File: src/rtl/rwt_pkg.sv
// shared types, widths and codes of the retransmit window table
package rwt_pkg;

    // window size and derived widths
    localparam int WINDOW_ENTRIES = 16;
    localparam int IDX_W = (WINDOW_ENTRIES > 1) ? $clog2(WINDOW_ENTRIES) : 1;
    localparam int CNT_W = $clog2(WINDOW_ENTRIES + 1);

    // field widths
    localparam int CMD_W   = 2;
    localparam int SEQ_W   = 32;
    localparam int STAMP_W = 48;
    localparam int TIME_W  = 32;
    localparam int FREE_W  = 5;

    // register port
    localparam int PADDR_W = 3;
    localparam int PDATA_W = 32;
    localparam logic [PADDR_W-3:0] REG_TIMEOUT = 1'b0;
    localparam logic [TIME_W-1:0] TIMEOUT_RESET = 32'd2000000;

    // result kinds
    localparam logic KIND_STATUS = 1'b0;
    localparam logic KIND_RETX   = 1'b1;

    // event codes
    typedef enum logic [CMD_W-1:0] {
        CMD_SEND = 2'd0,
        CMD_ACK  = 2'd1,
        CMD_TICK = 2'd2,
        CMD_NONE = 2'd3
    } command_t;

    // controller states
    typedef enum logic [2:0] {
        ST_IDLE,
        ST_SEND,
        ST_READ,
        ST_EVAL,
        ST_AGE,
        ST_LEFT
    } state_t;

    // controller to datapath commands
    typedef struct packed {
        logic capture;
        logic send_write;
        logic rd_en;
        logic eval;
        logic emit_retx;
        logic idx_inc;
        logic age_calc;
        logic emit_status;
    } ctrl_cmd_t;

    // datapath to controller status
    typedef struct packed {
        logic is_send;
        logic timed_out;
        logic last_idx;
        logic out_free;
    } dp_stat_t;

endpackage

File: src/rtl/rwt_if.sv
// event and result channel interfaces
interface rwt_evt_if;
    import rwt_pkg::*;

    logic               valid;
    logic               ready;
    logic [CMD_W-1:0]   command;
    logic [SEQ_W-1:0]   seq_number;
    logic [STAMP_W-1:0] now_us;

    modport source (output valid, output command, output seq_number, output now_us,
                    input ready);
    modport sink (input valid, input command, input seq_number, input now_us,
                  output ready);
endinterface

interface rwt_res_if;
    import rwt_pkg::*;

    logic              valid;
    logic              ready;
    logic              kind;
    logic [SEQ_W-1:0]  retransmit_seq;
    logic              accepted;
    logic [FREE_W-1:0] free_slots;
    logic [TIME_W-1:0] time_left_us;
    logic              last;

    modport source (output valid, output kind, output retransmit_seq, output accepted,
                    output free_slots, output time_left_us, output last, input ready);
    modport sink (input valid, input kind, input retransmit_seq, input accepted,
                  input free_slots, input time_left_us, input last, output ready);
endinterface

File: src/rtl/rwt_cfg.sv
// timeout register behind the apb-style port
module rwt_cfg (
    input  logic                         clk,
    input  logic                         rst_n,
    input  logic                         psel,
    input  logic                         penable,
    input  logic                         pwrite,
    input  logic [rwt_pkg::PADDR_W-1:0]  paddr,
    input  logic [rwt_pkg::PDATA_W-1:0]  pwdata,
    output logic [rwt_pkg::PDATA_W-1:0]  prdata,
    output logic                         pready,
    output logic [rwt_pkg::TIME_W-1:0]   timeout
);
    import rwt_pkg::*;

    logic [TIME_W-1:0] timeout_reg;
    logic [TIME_W-1:0] timeout_next;
    logic              hit;

    assign pready = 1'b1;
    assign hit    = (paddr[PADDR_W-1:2] == REG_TIMEOUT);

    // register write
    always_comb
    begin
        timeout_next = timeout_reg;
        if (psel && penable && pwrite && hit)
        begin
            timeout_next = pwdata[TIME_W-1:0];
        end
    end

    always_ff @(posedge clk or negedge rst_n)
    begin
        if (!rst_n)
        begin
            timeout_reg <= TIMEOUT_RESET;
        end
        else
        begin
            timeout_reg <= timeout_next;
        end
    end

    // read back
    assign prdata  = hit ? timeout_reg : '0;
    assign timeout = timeout_reg;

endmodule

File: src/rtl/rwt_ctrl.sv
// sequencer that walks the window one entry at a time
module rwt_ctrl (
    input  logic                 clk,
    input  logic                 rst_n,
    input  logic                 evt_valid,
    output logic                 evt_ready,
    input  rwt_pkg::dp_stat_t    stat,
    output rwt_pkg::ctrl_cmd_t   cmd
);
    import rwt_pkg::*;

    state_t state_reg;
    state_t state_next;

    // state register
    always_ff @(posedge clk or negedge rst_n)
    begin
        if (!rst_n)
        begin
            state_reg <= ST_IDLE;
        end
        else
        begin
            state_reg <= state_next;
        end
    end

    // next state and commands
    always_comb
    begin
        state_next = state_reg;
        cmd        = '0;
        evt_ready  = 1'b0;
        case (state_reg)
            ST_IDLE:
            begin
                evt_ready = 1'b1;
                if (evt_valid)
                begin
                    cmd.capture = 1'b1;
                    state_next  = stat.is_send ? ST_SEND : ST_READ;
                end
            end
            ST_SEND:
            begin
                cmd.send_write = 1'b1;
                state_next     = ST_READ;
            end
            ST_READ:
            begin
                cmd.rd_en  = 1'b1;
                state_next = ST_EVAL;
            end
            ST_EVAL:
            begin
                // a due entry waits here until the result register is free
                if (!stat.timed_out || stat.out_free)
                begin
                    cmd.eval      = 1'b1;
                    cmd.emit_retx = stat.timed_out;
                    if (stat.last_idx)
                    begin
                        state_next = ST_AGE;
                    end
                    else
                    begin
                        cmd.idx_inc = 1'b1;
                        state_next  = ST_READ;
                    end
                end
            end
            ST_AGE:
            begin
                cmd.age_calc = 1'b1;
                state_next   = ST_LEFT;
            end
            ST_LEFT:
            begin
                if (stat.out_free)
                begin
                    cmd.emit_status = 1'b1;
                    state_next      = ST_IDLE;
                end
            end
            default:
            begin
                state_next = ST_IDLE;
            end
        endcase
    end

endmodule

File: src/rtl/rwt_datapath.sv
// entry storage, per-entry evaluation, status accumulation and result register
module rwt_datapath (
    input  logic                          clk,
    input  logic                          rst_n,
    input  logic [rwt_pkg::CMD_W-1:0]     evt_command,
    input  logic [rwt_pkg::SEQ_W-1:0]     evt_seq_number,
    input  logic [rwt_pkg::STAMP_W-1:0]   evt_now_us,
    input  logic [rwt_pkg::TIME_W-1:0]    timeout,
    input  rwt_pkg::ctrl_cmd_t            cmd,
    output rwt_pkg::dp_stat_t             stat,
    rwt_res_if.source                     res
);
    import rwt_pkg::*;

    // entry stores
    logic [SEQ_W-1:0]   seq_mem   [WINDOW_ENTRIES];
    logic [STAMP_W-1:0] stamp_mem [WINDOW_ENTRIES];
    logic [WINDOW_ENTRIES-1:0] valid_reg;
    logic [WINDOW_ENTRIES-1:0] valid_next;

    // event registers
    command_t           cmd_reg;
    logic [SEQ_W-1:0]   seq_in_reg;
    logic [STAMP_W-1:0] now_reg;
    logic [IDX_W-1:0]   idx_reg;
    logic [SEQ_W-1:0]   rd_seq_reg;
    logic [STAMP_W-1:0] rd_stamp_reg;

    // status accumulation
    logic               accepted_reg;
    logic [CNT_W-1:0]   free_cnt_reg;
    logic               any_reg;
    logic [STAMP_W-1:0] oldest_reg;
    logic [STAMP_W-1:0] age_reg;

    // result register
    logic              out_valid_reg;
    logic              out_kind_reg;
    logic [SEQ_W-1:0]  out_seq_reg;
    logic              out_acc_reg;
    logic [FREE_W-1:0] out_free_reg;
    logic [TIME_W-1:0] out_left_reg;
    logic              out_last_reg;

    logic               free_found;
    logic [IDX_W-1:0]   free_idx;
    logic               cur_valid;
    logic [STAMP_W:0]   stamp_plus;
    logic               timed_out;
    logic               ack_clear;
    logic               post_valid;
    logic [STAMP_W-1:0] post_stamp;
    logic               post_older;
    logic               out_free;
    logic [TIME_W-1:0]  left;
    logic [CNT_W+FREE_W-1:0] free_wide;
    logic               mem_we;
    logic [IDX_W-1:0]   mem_waddr;

    // lowest free entry
    always_comb
    begin
        free_found = 1'b0;
        free_idx   = '0;
        for (int i = WINDOW_ENTRIES - 1; i >= 0; i--)
        begin
            if (!valid_reg[i])
            begin
                free_found = 1'b1;
                free_idx   = IDX_W'(i);
            end
        end
    end

    // evaluation of the entry just read
    assign cur_valid  = valid_reg[idx_reg];
    assign stamp_plus = {1'b0, rd_stamp_reg} + {{(STAMP_W + 1 - TIME_W){1'b0}}, timeout};
    assign timed_out  = (cmd_reg == CMD_TICK) && cur_valid && ({1'b0, now_reg} > stamp_plus);
    assign ack_clear  = (cmd_reg == CMD_ACK) && cur_valid && (rd_seq_reg < seq_in_reg);
    assign post_valid = cur_valid && !ack_clear;
    assign post_stamp = timed_out ? now_reg : rd_stamp_reg;
    assign post_older = timed_out ? (now_reg < oldest_reg) : (rd_stamp_reg < oldest_reg);

    assign out_free = !out_valid_reg || res.ready;

    assign stat.is_send   = (command_t'(evt_command) == CMD_SEND);
    assign stat.timed_out = timed_out;
    assign stat.last_idx  = (idx_reg == IDX_W'(WINDOW_ENTRIES - 1));
    assign stat.out_free  = out_free;

    // time left from the oldest stamp, saturated at zero
    always_comb
    begin
        left = '0;
        if (any_reg && (age_reg < {{(STAMP_W - TIME_W){1'b0}}, timeout}))
        begin
            left = timeout - age_reg[TIME_W-1:0];
        end
    end

    assign free_wide = {{FREE_W{1'b0}}, free_cnt_reg};

    // valid bit updates
    always_comb
    begin
        valid_next = valid_reg;
        if (cmd.send_write && free_found)
        begin
            valid_next[free_idx] = 1'b1;
        end
        if (cmd.eval && ack_clear)
        begin
            valid_next[idx_reg] = 1'b0;
        end
    end

    always_ff @(posedge clk or negedge rst_n)
    begin
        if (!rst_n)
        begin
            valid_reg <= '0;
        end
        else
        begin
            valid_reg <= valid_next;
        end
    end

    // entry memories, one write and one registered read a cycle
    assign mem_we    = (cmd.send_write && free_found) || (cmd.eval && timed_out);
    assign mem_waddr = cmd.send_write ? free_idx : idx_reg;

    always_ff @(posedge clk)
    begin
        if (cmd.send_write && free_found)
        begin
            seq_mem[free_idx] <= seq_in_reg;
        end
        if (mem_we)
        begin
            stamp_mem[mem_waddr] <= now_reg;
        end
        if (cmd.rd_en)
        begin
            rd_seq_reg   <= seq_mem[idx_reg];
            rd_stamp_reg <= stamp_mem[idx_reg];
        end
    end

    // event capture, oldest stamp tracking and age calculation
    always_ff @(posedge clk)
    begin
        if (cmd.capture)
        begin
            seq_in_reg <= evt_seq_number;
            now_reg    <= evt_now_us;
        end
        if (cmd.eval && post_valid && (!any_reg || post_older))
        begin
            oldest_reg <= post_stamp;
        end
        if (cmd.age_calc)
        begin
            age_reg <= (now_reg >= oldest_reg) ? (now_reg - oldest_reg) : '0;
        end
    end

    // scan control and counters
    always_ff @(posedge clk or negedge rst_n)
    begin
        if (!rst_n)
        begin
            cmd_reg      <= CMD_NONE;
            idx_reg      <= '0;
            accepted_reg <= 1'b0;
            free_cnt_reg <= '0;
            any_reg      <= 1'b0;
        end
        else if (cmd.capture)
        begin
            cmd_reg      <= command_t'(evt_command);
            idx_reg      <= '0;
            accepted_reg <= 1'b0;
            free_cnt_reg <= '0;
            any_reg      <= 1'b0;
        end
        else
        begin
            if (cmd.send_write)
            begin
                accepted_reg <= free_found;
            end
            if (cmd.idx_inc)
            begin
                idx_reg <= idx_reg + IDX_W'(1);
            end
            if (cmd.eval)
            begin
                if (!post_valid)
                begin
                    free_cnt_reg <= free_cnt_reg + CNT_W'(1);
                end
                else
                begin
                    any_reg <= 1'b1;
                end
            end
        end
    end

    // result register handshake
    always_ff @(posedge clk or negedge rst_n)
    begin
        if (!rst_n)
        begin
            out_valid_reg <= 1'b0;
        end
        else if (cmd.emit_retx || cmd.emit_status)
        begin
            out_valid_reg <= 1'b1;
        end
        else if (res.ready)
        begin
            out_valid_reg <= 1'b0;
        end
    end

    // result payload
    always_ff @(posedge clk)
    begin
        if (cmd.emit_retx)
        begin
            out_kind_reg <= KIND_RETX;
            out_seq_reg  <= rd_seq_reg;
            out_acc_reg  <= 1'b0;
            out_free_reg <= '0;
            out_left_reg <= '0;
            out_last_reg <= 1'b0;
        end
        else if (cmd.emit_status)
        begin
            out_kind_reg <= KIND_STATUS;
            out_seq_reg  <= '0;
            out_acc_reg  <= accepted_reg;
            out_free_reg <= free_wide[FREE_W-1:0];
            out_left_reg <= left;
            out_last_reg <= 1'b1;
        end
    end

    assign res.valid          = out_valid_reg;
    assign res.kind           = out_kind_reg;
    assign res.retransmit_seq = out_seq_reg;
    assign res.accepted       = out_acc_reg;
    assign res.free_slots     = out_free_reg;
    assign res.time_left_us   = out_left_reg;
    assign res.last           = out_last_reg;

endmodule

File: src/rtl/retransmit_window_table_unit.sv
// Sender-side retransmission window of WINDOW_ENTRIES outstanding packets with a
// timeout timer. Events arrive on evt: send stores a sequence and its timestamp in
// the lowest free entry, ack frees every entry whose sequence is below the given
// value, tick asks for a retransmission of each entry older than timeout_us and
// restamps it. Each event gives its retransmit requests in entry order, then one
// status result (last set) with the free-entry count and the time left until the
// earliest deadline. One event is handled at a time: a send first writes its entry,
// then every event walks the entry memories through their registered read port,
// reading and then evaluating each entry, computes the age of the oldest stamp and
// loads its status into the result register; a due entry or the status waits while
// the result register is still full and res.ready is low. A new event is taken as
// soon as the status is loaded, even if it is not yet taken. No clearing pass
// follows reset. The timeout sits at byte address 0 of the register port and
// resets to 2000000 microseconds.
module retransmit_window_table_unit (
    input  logic                         clk,
    input  logic                         rst_n,
    rwt_evt_if.sink                      evt,
    rwt_res_if.source                    res,
    input  logic                         psel,
    input  logic                         penable,
    input  logic                         pwrite,
    input  logic [rwt_pkg::PADDR_W-1:0]  paddr,
    input  logic [rwt_pkg::PDATA_W-1:0]  pwdata,
    output logic [rwt_pkg::PDATA_W-1:0]  prdata,
    output logic                         pready
);
    import rwt_pkg::*;

    logic [TIME_W-1:0] timeout;
    ctrl_cmd_t         ctrl_cmd;
    dp_stat_t          dp_stat;

    // configuration register
    rwt_cfg u_cfg (
        .clk     (clk),
        .rst_n   (rst_n),
        .psel    (psel),
        .penable (penable),
        .pwrite  (pwrite),
        .paddr   (paddr),
        .pwdata  (pwdata),
        .prdata  (prdata),
        .pready  (pready),
        .timeout (timeout)
    );

    // sequencer
    rwt_ctrl u_ctrl (
        .clk       (clk),
        .rst_n     (rst_n),
        .evt_valid (evt.valid),
        .evt_ready (evt.ready),
        .stat      (dp_stat),
        .cmd       (ctrl_cmd)
    );

    // datapath
    rwt_datapath u_dp (
        .clk            (clk),
        .rst_n          (rst_n),
        .evt_command    (evt.command),
        .evt_seq_number (evt.seq_number),
        .evt_now_us     (evt.now_us),
        .timeout        (timeout),
        .cmd            (ctrl_cmd),
        .stat           (dp_stat),
        .res            (res)
    );

    // a retransmit request is only issued into a free result register
    a_retx_free: assert property (@(posedge clk) disable iff (!rst_n)
        ctrl_cmd.emit_retx |-> dp_stat.out_free)
        else $error("retransmit request issued over a pending result");

    // an accepted event blocks the next one, with ready low in the cycle after acceptance
    a_one_event: assert property (@(posedge clk) disable iff (!rst_n)
        (evt.valid && evt.ready) |=> !evt.ready)
        else $error("event accepted while another is in progress");

    // a status result shows up marked last
    a_status_last: assert property (@(posedge clk) disable iff (!rst_n)
        ctrl_cmd.emit_status |=> (res.valid && res.last && res.kind == KIND_STATUS))
        else $error("status result not presented as last");

    // a retransmit request shows up not marked last
    a_retx_shape: assert property (@(posedge clk) disable iff (!rst_n)
        ctrl_cmd.emit_retx |=> (res.valid && !res.last && res.kind == KIND_RETX))
        else $error("retransmit request malformed");

endmodule
File: src/flat_wrapper.sv
// flat-port wrapper written by rule: the top's interface ports become plain ports
module retransmit_window_table_unit_flat import rwt_pkg::*;
  (clk, rst_n, psel, penable, pwrite, paddr, pwdata, prdata, pready, evt_valid, evt_command, evt_seq_number, evt_now_us, evt_ready, res_valid, res_kind, res_retransmit_seq, res_accepted, res_free_slots, res_time_left_us, res_last, res_ready);
  rwt_evt_if evt_i ();
  rwt_res_if res_i ();
  input  logic clk;
  input  logic rst_n;
  input  logic psel;
  input  logic penable;
  input  logic pwrite;
  input  logic [rwt_pkg::PADDR_W-1:0] paddr;
  input  logic [rwt_pkg::PDATA_W-1:0] pwdata;
  output logic [rwt_pkg::PDATA_W-1:0] prdata;
  output logic pready;
  input wire logic [$bits(evt_i.valid)-1:0] evt_valid;
  input wire logic [$bits(evt_i.command)-1:0] evt_command;
  input wire logic [$bits(evt_i.seq_number)-1:0] evt_seq_number;
  input wire logic [$bits(evt_i.now_us)-1:0] evt_now_us;
  output wire logic [$bits(evt_i.ready)-1:0] evt_ready;
  output wire logic [$bits(res_i.valid)-1:0] res_valid;
  output wire logic [$bits(res_i.kind)-1:0] res_kind;
  output wire logic [$bits(res_i.retransmit_seq)-1:0] res_retransmit_seq;
  output wire logic [$bits(res_i.accepted)-1:0] res_accepted;
  output wire logic [$bits(res_i.free_slots)-1:0] res_free_slots;
  output wire logic [$bits(res_i.time_left_us)-1:0] res_time_left_us;
  output wire logic [$bits(res_i.last)-1:0] res_last;
  input wire logic [$bits(res_i.ready)-1:0] res_ready;
  assign evt_i.valid = evt_valid;
  assign evt_i.command = evt_command;
  assign evt_i.seq_number = evt_seq_number;
  assign evt_i.now_us = evt_now_us;
  assign evt_ready = evt_i.ready;
  assign res_valid = res_i.valid;
  assign res_kind = res_i.kind;
  assign res_retransmit_seq = res_i.retransmit_seq;
  assign res_accepted = res_i.accepted;
  assign res_free_slots = res_i.free_slots;
  assign res_time_left_us = res_i.time_left_us;
  assign res_last = res_i.last;
  assign res_i.ready = res_ready;
  retransmit_window_table_unit u_core (.clk(clk), .rst_n(rst_n), .evt(evt_i), .res(res_i), .psel(psel), .penable(penable), .pwrite(pwrite), .paddr(paddr), .pwdata(pwdata), .prdata(prdata), .pready(pready));
endmodule
File: config.mk
export PLATFORM = sky130hd
export DESIGN_NAME = retransmit_window_table_unit_flat
export DESIGN_NICKNAME = d
export VERILOG_FILES = /design/src/rtl/rwt_pkg.sv /design/src/rtl/rwt_if.sv /design/src/rtl/rwt_cfg.sv /design/src/rtl/rwt_ctrl.sv /design/src/rtl/rwt_datapath.sv /design/src/rtl/retransmit_window_table_unit.sv /design/src/flat_wrapper.sv
export SDC_FILE = /design/constraint.sdc
export NUM_CORES = 2
export LEC_CHECK = 0
export ABC_CLOCK_PERIOD_IN_PS = 15000
export BUFFER_PORTS_ARGS = -buffer_cell sky130_fd_sc_hd__buf_4
export CAP_MARGIN = 20
export CORE_MARGIN = 2
export CORE_UTILIZATION = 47
export CTS_BUF_LIST = sky130_fd_sc_hd__clkbuf_16
export CTS_CLUSTER_DIAMETER = 120
export CTS_CLUSTER_SIZE = 28
export DETAILED_ROUTE_END_ITERATION = 10
export GPL_TIMING_DRIVEN = 0
export HOLD_SLACK_MARGIN = 0.05
export PLACE_DENSITY = 0.66
export SYNTH_ARGS = -nofsm -noshare
export SYNTH_HDL_FRONTEND = slang
export SYNTH_HIERARCHICAL = 1
export SYNTH_SLANG_ARGS = --single-unit
export TNS_END_PERCENT = 100
File: constraint.sdc
create_clock -name clk -period 15 [get_ports clk]
set_clock_uncertainty 0.15 [all_clocks]
set_input_delay 3 -clock clk [delete_from_list [all_inputs] [get_ports clk]]
set_output_delay 3 -clock clk [all_outputs]
set_load 0.1 [all_outputs]
==> results by group <==
Run status
  – Status: completed

STA
  – Worst slew margin: 0.1633
  – Fin crit period: 11.61 ns
  – Slew @ Worst Pin: 1.239 ns
  – Finish-stage setup viols: 0
  – Final hold vios: 0
  – FMAX: roughly 86 MHz
  – Final slew viol count: 0
  – Period utilisation layout: 0.7738
  – RSZ-0062 raised after global routing: no

Floorplan
  – Starting density of the core: 0.4745
  – Cell Rows: 143
  – Io pins: 231
  – Chip Width: 396.3 um
  – DIE AREA: 157100 sq um
  – Die height: a little under 400 um
  – Core area: 152400 sq um

Hold path
  – Hold Path End: u_core/u_dp/res.time_left_us[28]$_SDFFE_PP0P_
  – Hold wc startpoint: u_core/u_dp/res.time_left_us[28]$_SDFFE_PP0P_
  – Worst Hold Class: flop to flop
  – Hold Path Depth: 1

Critical path
  – Worst path required time: 15.28 ns
  – Worst path most repeated cell: buf_6
  – Critical setup path kind: flop to flop
  – R2R depth: 28
  – Endpoint type of the worst setup path: flop
  – Worst EP arrival: ~12 ns
  – CP Launch Type: flop
  – RR Endpoint: u_core/u_dp/stamp_mem[7][24]$_DFFE_PP_
  – Worst r2r src: u_core/u_dp/rd_stamp_reg[1]$_DFFE_PP_
  – CP peak stage delay: 1.09 ns
  – Max FO, Critical Path: 10
  – Slowest CP cell: o311ai_0
  – Reg2Reg Setup Slack: 3.39 ns

Route
  – Via density per instance: just under 6
  – Wire length per cell: between 20 and 30 um
  – Remaining antenna violation count: 0
  – 1st-iter DRT viols: 4201
  – DRC: 0
  – First-pass DRT Iterations: 5
  – Final wirelength: 179.0 mm
  – Via Count: 39210

Finish
  – Largest reg by FF count: u_core/u_dp/stamp_mem
  – Antenna cells: 0
  – Fraction of layout cells with a size suffix above 1: 0.2337
  – Fill count: 12000
  – Final Core Density: 0.5336
  – Top Registers: u_core/u_dp/stamp_mem: 768 flops, u_core/u_dp/seq_mem: 512 flops
  – Layout net count: 4927
  – P&R area growth vs syn: 12.46%
  – Max reg flops: 768

Logic synthesis
  – Synth Area in Compound Gates: 0.05052
  – Synthesis Warnings: 6
  – Post-synthesis mux area share: 0.1417
  – Cell taking the most area after synthesis: edfxtp_1
  – Synth Cell Area: just over 70000 sq um
  – Post-synth top area share: 0.6509
  – Async SR Flop Fraction: 0.03885
  – Top_reg_cell synth: edfxtp_1
  – Synth Area in Simple Gates: 0.04366
  – Combinational family with the most area after synthesis: multiplexers
  – Flops & latches, synth: between 1500 and 2000
  – Sequential share of the synthesized area: 0.6846
  – Synth unique cells: between 90 and 100
  – Synthesized instance count: 4049
  – Post-synth EDFFs: 1568
  – Ranking of synthesized cells by area: edfxtp_1 (65%), mux4_2 (13%), ha_1 (4.7%), dfrtp_1 (1.9%), dfxtp_1 (1.1%)
  – Avg Cell Area, Syn: around 18 sq um
  – Synth Area in XOR/XNOR: 0.01295
  – Synth Net Count: 4450
  – Adder and majority gate portion of the synthesized area: 0.04822

Clocking
  – Root buffer cell: clkbuf_16
  – TritonCTS clock tree: yes
  – Clock Latency Late Sink: 0.75 ns
  – CTS resizes: 0
  – CTS hold repair buffers: 0
  – Clk slew on worst S/H paths: about 0.11 ns
  – Number of buffers created by CTS: 71
  – Longest Clk Path Bufs: 3
  – Setup bufs post-CTS: 0
  – CTS H-tree lvls: 3
  – # clock sinks: roughly 1700

Pwr
  – Static Leakage: 28.05 nW
  – Total power draw: ~13 mW
  – Pwr dens: 162.9 nW/um^2
  – Peak VDD IR: 0.09503 mV

GRT
  – Initial antenna violation count: 3
  – Vias in the first global route: between 30000 and 40000
  – Overflow after GRT: 0
  – Largest net degree at the start of global routing: 66
  – Total GRT Usage: 0.2275
  – First-pass GRT wire length: 261.5 mm

Placed design
  – Final Wtd Congestion: 0.8789
  – DP HPWL: approximately 130 mm
  – Port Buf Inserts: between 200 and 250

Job
  – Max Cap Viol: 0
[worst max path at each step]
stage	start	endpoint	slack [ns]
final	u_core/u_dp/rd_stamp_reg[1]$_DFFE_PP_	u_core/u_dp/stamp_mem[7][24]$_DFFE_PP_	3.39
after global routing	u_core/u_cfg/timeout[1]$_DFFE_PN0P_	u_core/u_dp/stamp_mem[7][24]$_DFFE_PP_	3.02
after CTS	u_core/u_dp/rd_stamp_reg[1]$_DFFE_PP_	u_core/u_dp/stamp_mem[7][24]$_DFFE_PP_	3.56
after detailed placement	u_core/u_dp/rd_stamp_reg[1]$_DFFE_PP_	u_core/u_dp/stamp_mem[7][23]$_DFFE_PP_	3.64
after global placement	u_core/u_dp/rd_stamp_reg[1]$_DFFE_PP_	u_core/u_dp/stamp_mem[0][25]$_DFFE_PP_	-3.26
after floorplan	u_core/u_cfg/timeout[1]$_DFFE_PN0P_	u_core/u_dp/stamp_mem[6][0]$_DFFE_PP_	5.24
[synth_stat cells, drive strengths merged, types with 12 or more instances]
cell	instances
edfxtp	1568
mux4	405
ha	274
inv	193
a21oi	149
nor2	149
nand2	110
o21ai	105
clkbuf	86
mux2	83
nor2b	60
xnor2	60
buf	58
nor3	58
dfrtp	56
a21o	55
and2	51
nand3	47
xor2	47
dfxtp	40
nand4	37
a22o	30
and3	25
o21a	23
a211oi	22
nand2b	21
o211ai	20
a21boi	16
a31oi	15
nor4	14
o21bai	13
or3	12
[through the flow]
step           worst slack, ns  hold slack, ns  cell area (sq um)  TNS (ns)  instances
6_report                 3.393          0.3395              81350         0       6599
5_1_grt                  3.023          0.3558              81350         0       6599
4_1_cts                  3.556          0.3372              81100         0       6582
3_5_place_dp             3.639          0.3117              78960         0       6466
3_3_place_gp            -3.257          0.3109              76580  -1869.31       6306
2_1_floorplan            5.240          0.3315              72340         0       4049
[layout make-up]
| type | count | area [sq um] | area share |
|---|---|---|---|
| flip-flops and latches | 1673 | 49520 | 0.6088 |
| clock inverters | 44 | 342.8 | 0.004214 |
| inverters | 193 | 724.4 | 0.008905 |
| repair buffers | 404 | 4104 | 0.05045 |
| clock buffers | 72 | 1802 | 0.02215 |
| multi-input cells | 2039 | 21710 | 0.2669 |
| plain buffers | 144 | 600.6 | 0.007383 |
| well taps | 2030 | 2540 | 0.03122 |
[placed cells by master, fill, tap and decap left out, drive strengths merged, types with 21 or more instances in the layout]
cell type	count
inv	228
and3	25
nand3	47
mux2	83
o21ai	105
xnor2	60
o21a	23
nand2	110
nor2	149
nor2b	60
a21o	55
mux4	405
nand2b	21
a22o	30
nand4	37
nor3	58
dfrtp	56
ha	274
a211oi	22
buf	462
and2	51
a21oi	149
xor2	47
clkbuf	158
dfxtp	40
edfxtp	1568
[logic make-up after synthesis]
family | count (synthesis)
muxes | 496
AOI/OAI and AO/OA | 544
xor gates and xnor gates | 107
other | 1
DFF | 1673
buffers and inverters | 337
adders and majority gates | 277
and+or+nand+nor | 614
[report_power, final]
group / total, mW / switching [mW] / internal [mW]
clock network: 2.33 / 1.42 / 0.908
registers: 5.85 / 0.315 / 5.53
logic: 5.07 / 2.79 / 2.29
total: 13.3 / 4.52 / 8.73
[critical path: cells and delay by family (launching register included)]
family          cells  cell delay (ns)
simple gates        7             2.97
flops               1             0.52
buf+inv             8             1.74
fa+ha+maj           2             0.64
xor+xnor            1             0.18
compound gates     10             5.01
[layer usage]
metal	routed length, um	track usage	vias to the layer above	share of wire
met4	4836	0.06518	0	0.027
met1	77580	0.3340	20410	0.43
li1	-	-	17120	-
met5	0	0	-	0
met3	12890	0.03014	205	0.072
met2	83650	0.3591	1482	0.47
Power figures use the tool's default switching activity.
